<file path="src/hw/rtl/tdp_pkg.sv">
// Shared constants for the trial division prime test.
// No dependencies; imported by every module of the block.
`timescale 1ns / 1ps
`default_nettype none

package tdp_pkg;

  localparam int unsigned CAND_WIDTH    = 32;
  localparam int unsigned DEF_NUM_WIDTH = 32;

endpackage : tdp_pkg

`default_nettype wire

</file>
<file path="src/hw/rtl/tdp_div.sv">
// Restoring divider that produces one quotient bit per cycle.
// Depends on tdp_pkg for its default width.
`timescale 1ns / 1ps
`default_nettype none

module tdp_div #(
  parameter int unsigned WIDTH = tdp_pkg::DEF_NUM_WIDTH
) (
  input  wire logic             clk,
  input  wire logic             rst_n,
  input  wire logic             go,
  input  wire logic [WIDTH-1:0] dividend,
  input  wire logic [WIDTH-1:0] divisor,
  output logic                  done,
  output logic      [WIDTH-1:0] quotient,
  output logic      [WIDTH-1:0] remainder
);
  import tdp_pkg::*;

  localparam int unsigned CNT_W = $clog2(WIDTH + 1);

  logic [WIDTH-1:0] rem_r, rem_nxt;
  logic [WIDTH-1:0] quo_r, quo_nxt;
  logic [WIDTH-1:0] dvs_r;
  logic [CNT_W-1:0] cnt_r, cnt_nxt;
  logic             done_r, done_nxt;
  logic [WIDTH:0]   trial;
  logic [WIDTH:0]   diff;

  assign trial = {rem_r, quo_r[WIDTH-1]};
  assign diff  = trial - {1'b0, dvs_r};

  always_comb begin
    rem_nxt  = rem_r;
    quo_nxt  = quo_r;
    cnt_nxt  = cnt_r;
    done_nxt = 1'b0;
    if (go) begin
      rem_nxt = '0;
      quo_nxt = dividend;
      cnt_nxt = CNT_W'(WIDTH);
    end else if (cnt_r != '0) begin
      if (!diff[WIDTH]) begin
        rem_nxt = diff[WIDTH-1:0];
        quo_nxt = {quo_r[WIDTH-2:0], 1'b1};
      end else begin
        rem_nxt = trial[WIDTH-1:0];
        quo_nxt = {quo_r[WIDTH-2:0], 1'b0};
      end
      cnt_nxt  = cnt_r - CNT_W'(1);
      done_nxt = (cnt_r == CNT_W'(1));
    end
  end

  always_ff @(posedge clk) begin
    if (!rst_n) begin
      cnt_r  <= '0;
      done_r <= 1'b0;
    end else begin
      cnt_r  <= cnt_nxt;
      done_r <= done_nxt;
    end
  end

  always_ff @(posedge clk) begin
    rem_r <= rem_nxt;
    quo_r <= quo_nxt;
    if (go) begin
      dvs_r <= divisor;
    end
  end

  assign done      = done_r;
  assign quotient  = quo_r;
  assign remainder = rem_r;

endmodule : tdp_div

`default_nettype wire

</file>
<file path="config.mk">
export PLATFORM = sky130hd
export DESIGN_NAME = tdp_div
export DESIGN_NICKNAME = d
export VERILOG_FILES = /design/src/hw/rtl/tdp_pkg.sv /design/src/hw/rtl/tdp_div.sv
export SDC_FILE = /design/constraint.sdc
export NUM_CORES = 1
export LEC_CHECK = 0
export CAP_MARGIN = 20
export CORE_AREA = 2 2 90 114
export CTS_CLUSTER_SIZE = 8
export DETAILED_ROUTE_END_ITERATION = 12
export DIE_AREA = 0 0 92 116
export DONT_BUFFER_PORTS = 1
export PLACE_DENSITY = 0.79
export SYNTH_ARGS = -nofsm -noshare
export SYNTH_HDL_FRONTEND = slang
export SYNTH_SLANG_ARGS = --single-unit
</file>
<file path="constraint.sdc">
create_clock -name clk -period 3.01 [get_ports clk]
set_input_delay 0.1505 -clock clk [delete_from_list [all_inputs] [get_ports clk]]
set_output_delay 0.1505 -clock clk [all_outputs]
set_load 0.01 [all_outputs]
</file>
==> key figures <==
Worst setup path
  • R2R cell count: 13
  • Setup slack, reg-to-reg: -0.003 ns
  • Worst path max stage delay: 0.40 ns
  • Worst Setup Path Type: reg -> reg
  • Crit path launch type: flop
  • Reg2reg end: remainder[12]
  • RR Startpoint: quotient[31]
  • Worst-path cell chain: inv_1, ha_1, fa_1, nand2b_1, a21oi_2, buf_4, o21ai_0, a21boi_1, nor2_1, o21ai_0, xor2_1, mux2i_1, a211oi_1
  • Slowest stage cell, crit path: fa_1
  • Delay-heaviest family, CP: compound AO/OA/AOI/OAI gates
  • CP arrival: between 3 and 4 ns
  • Crit path max fanout: 3
  • Critical path required time: 3.25 ns
  • Cell mode on critical path: o21ai_0
  • CP Capture Type: flop
  • WP buf/inv: 2

Place
  • Port buffer count: 0
  • Final RePlAce weighted congestion: 0.918
  • HPWL Detailed: between 9000 and 10000 microns
  • Cell Area, Placed: 6350 sq um
  • Place WS: 0.116 ns

Layout
  • # diodes: 0
  • Finished Core Util: 74.7%
  • Most frequent cells in the layout: edfxtp_1 (64), nor2_1 (53), buf_4 (41)
  • Post-route cell area: 7100 sq um
  • Nets: 744
  • Share of post-route cells with drive strength above 1: 18.1%
  • Fillers: 677
  • Commonest non-fill, non-tap cell in the layout: edfxtp_1
  • Area Overhead vs Synth: 17.6%

STA
  • Final Cycle Share: 100%
  • Final setup fails: 1
  • Clock Skew: approximately 0.0066 ns
  • Final WS setup: -0.00293 ns
  • Slew Limit Fails: 0
  • Rel. slew slack: 57.2%
  • RSZ-0062 raised after global routing: yes
  • Crit path time final: 3.01 ns
  • Final hold violation count: 0
  • Worst Max-Slew Pin Slew: 0.640 ns
  • Total Neg Setup Slack: -0.00293 ns
  • Highest clock rate: 332 MHz

Synth
  • Post-Syn Area: 6040 sq um
  • Library cells used by synthesis: 62
  • Register bit total from synthesis: around 100
  • Synth async-reset ratio: 0%
  • Post-synth top flop: edfxtp_1
  • Yosys top cell area share: 31.8%
  • Yosys warnings: 0
  • Net Count, Synth: 682
  • Register area share after synthesis: between 40% and 50%
  • Mapped Avg Cell Area: 10.4 sq um
  • Synth area leaders: edfxtp_1 (32%), dfxtp_1 (13%), ha_1 (7.0%), mux2_2 (6.0%), nor2_1 (3.3%)
  • Number of synthesized flops with an enable pin: between 60 and 70
  • Biggest area consumer among synthesized cells: edfxtp_1
  • Synth Instances: 580

Clock tree
  • CTS Buffer Depth: 2
  • Inserted Clock Buffers: 9
  • Root Driver: clkbuf_16
  • H-Tree Depth: 3
  • Clk slew on worst S/H paths: 0.07 ns
  • CTS tree: built
  • Latest clock arrival within the worst-skew pair: 0.35 ns
  • Sink Count: 103

Global route
  • Initial antenna violation count: 0
  • GRT Total Usage: 27.3%
  • Number of global-route vias before repair: roughly 4800
  • Global-route wire length before repair: 23000 microns
  • Largest net degree at the start of global routing: 67
  • Total grt overflow: 0

Die
  • Cell Rows: 40
  • Placeable Area: 9510 sq um
  • Initial Util: 63.5%
  • Die width: 92 microns
  • Ports: 132
  • Die area: 10700 sq um
  • Die Y: roughly 120 microns

Pwr
  • Lkg Pwr: 2.97 nW
  • Max rail drop VDD: ~0.00055 V
  • Final Power: 7.06 mW
  • Pwr Density: 994 nW/um^2

Min path
  • HP Start: dividend[18]
  • Type of the tightest min-delay check: in -> reg
  • Hold endpoint: quotient[18]
  • Hold Path Cell Cnt: 1

Detailed routing
  • DRT Pass-1 Iters: 5
  • Routed wire length: 14400 microns
  • Antenna Nets Post-Route: 0
  • DR vias/cell: 6.15
  • Drt initial violations: 290
  • DR DRC count: 0
  • Vias: 4753
  • DR WL/cell: 18.7 microns

Status
  • Failing checks: negative setup slack
  • Status: finished with violations

Run
  • Maxcap violations: 0
[worst max path at each step]
stage | from | endpoint | slack, ns | cells past startpoint
3_3_place_gp | quotient[31] | remainder[30] | 0.17 | 12
5_1_grt | quotient[31] | remainder[12] | -0.17 | 13
6_report | quotient[31] | remainder[12] | -0.003 | 13
2_1_floorplan | quotient[31] | remainder[30] | 0.17 | 12
3_5_place_dp | quotient[31] | remainder[30] | 0.12 | 12
4_1_cts | dvs_r[11] | remainder[26] | 0.08 | 11
[final cells by class]
| type | instances | area, sq um | share of cell area (%) |
|---|---|---|---|
| clock inverter | 7 | 78.8 | 1.11 |
| clock buffer | 9 | 225 | 3.17 |
| sequential | 103 | 2700 | 38.0 |
| multi-input combinational | 413 | 3110 | 43.8 |
| timing repair buffer | 77 | 688 | 9.69 |
| tap | 126 | 158 | 2.22 |
| inverter | 38 | 143 | 2.01 |
[power breakdown]
part / internal, mW / leakage (nW) / switching [mW]
clock: 0.657 / 0.151 / 0.543
combinational: 1.55 / 1.85 / 2.03
sequential: 1.92 / 0.965 / 0.349
total: 4.13 / 2.97 / 2.92
[timing repair]
action                                  4_1_cts  5_1_grt
hold buffers                                 34        0
hold endpoints to repair                     99        0
gates resized for setup                       0       12
setup buffers                                 0        2
endpoints found under the setup margin        0       23
[logic make-up after synthesis]
group,share of synthesized area (%)
and+or+nand+nor,12.0
xor gates and xnor gates,4.20
muxes,9.55
AOI/OAI and AO/OA,17.2
adders and majority gates,7.37
DFF,44.7
buffers and inverters,4.93
[stage by stage]
step	instances	hold WS, ns
4_1_cts	771	0.00677
3_5_place_dp	721	0.235
3_3_place_gp	721	0.229
6_report	773	0.0144
2_1_floorplan	580	0.249
5_1_grt	773	0.00391
[sequential cells by signal (all words and copies together) (netlist names)]
register and cells:
dvs_r 32, quotient 32, remainder 32, cnt_r 6
done 1
[Yosys cell counts, types with 3 or more instances]
library cell  count
a21o_1           15
mux2_2           32
nand3_1           9
a31oi_1           4
o21ai_0          25
and2_1            4
a211oi_1         22
o21a_1            4
nor3_1           10
nor2b_1           4
a311oi_2          4
xor2_1           10
ha_1             34
or3_1             3
buf_6             5
a311oi_1          5
nor2_1           53
dfxtp_1          39
mux2i_1          19
o211ai_1          8
edfxtp_1         64
nand2_1          38
inv_1            38
o31ai_1           3
and3_1            5
xnor2_1          19
clkbuf_1         17
nand4_1           3
nand2b_1         11
and4_1            4
a21oi_1          29
a21oi_2           3
[layer usage]
metal | global-route usage (%) | routed length (microns) | vias to the layer above
met5 | 0 | 0 | -
li1 | - | - | 2253
met4 | 13.5 | 589 | 0
met1 | 31.8 | 5690 | 2231
met3 | 6.44 | 1150 | 53
met2 | 47.5 | 7000 | 216
(Power assumes the default switching activity.)
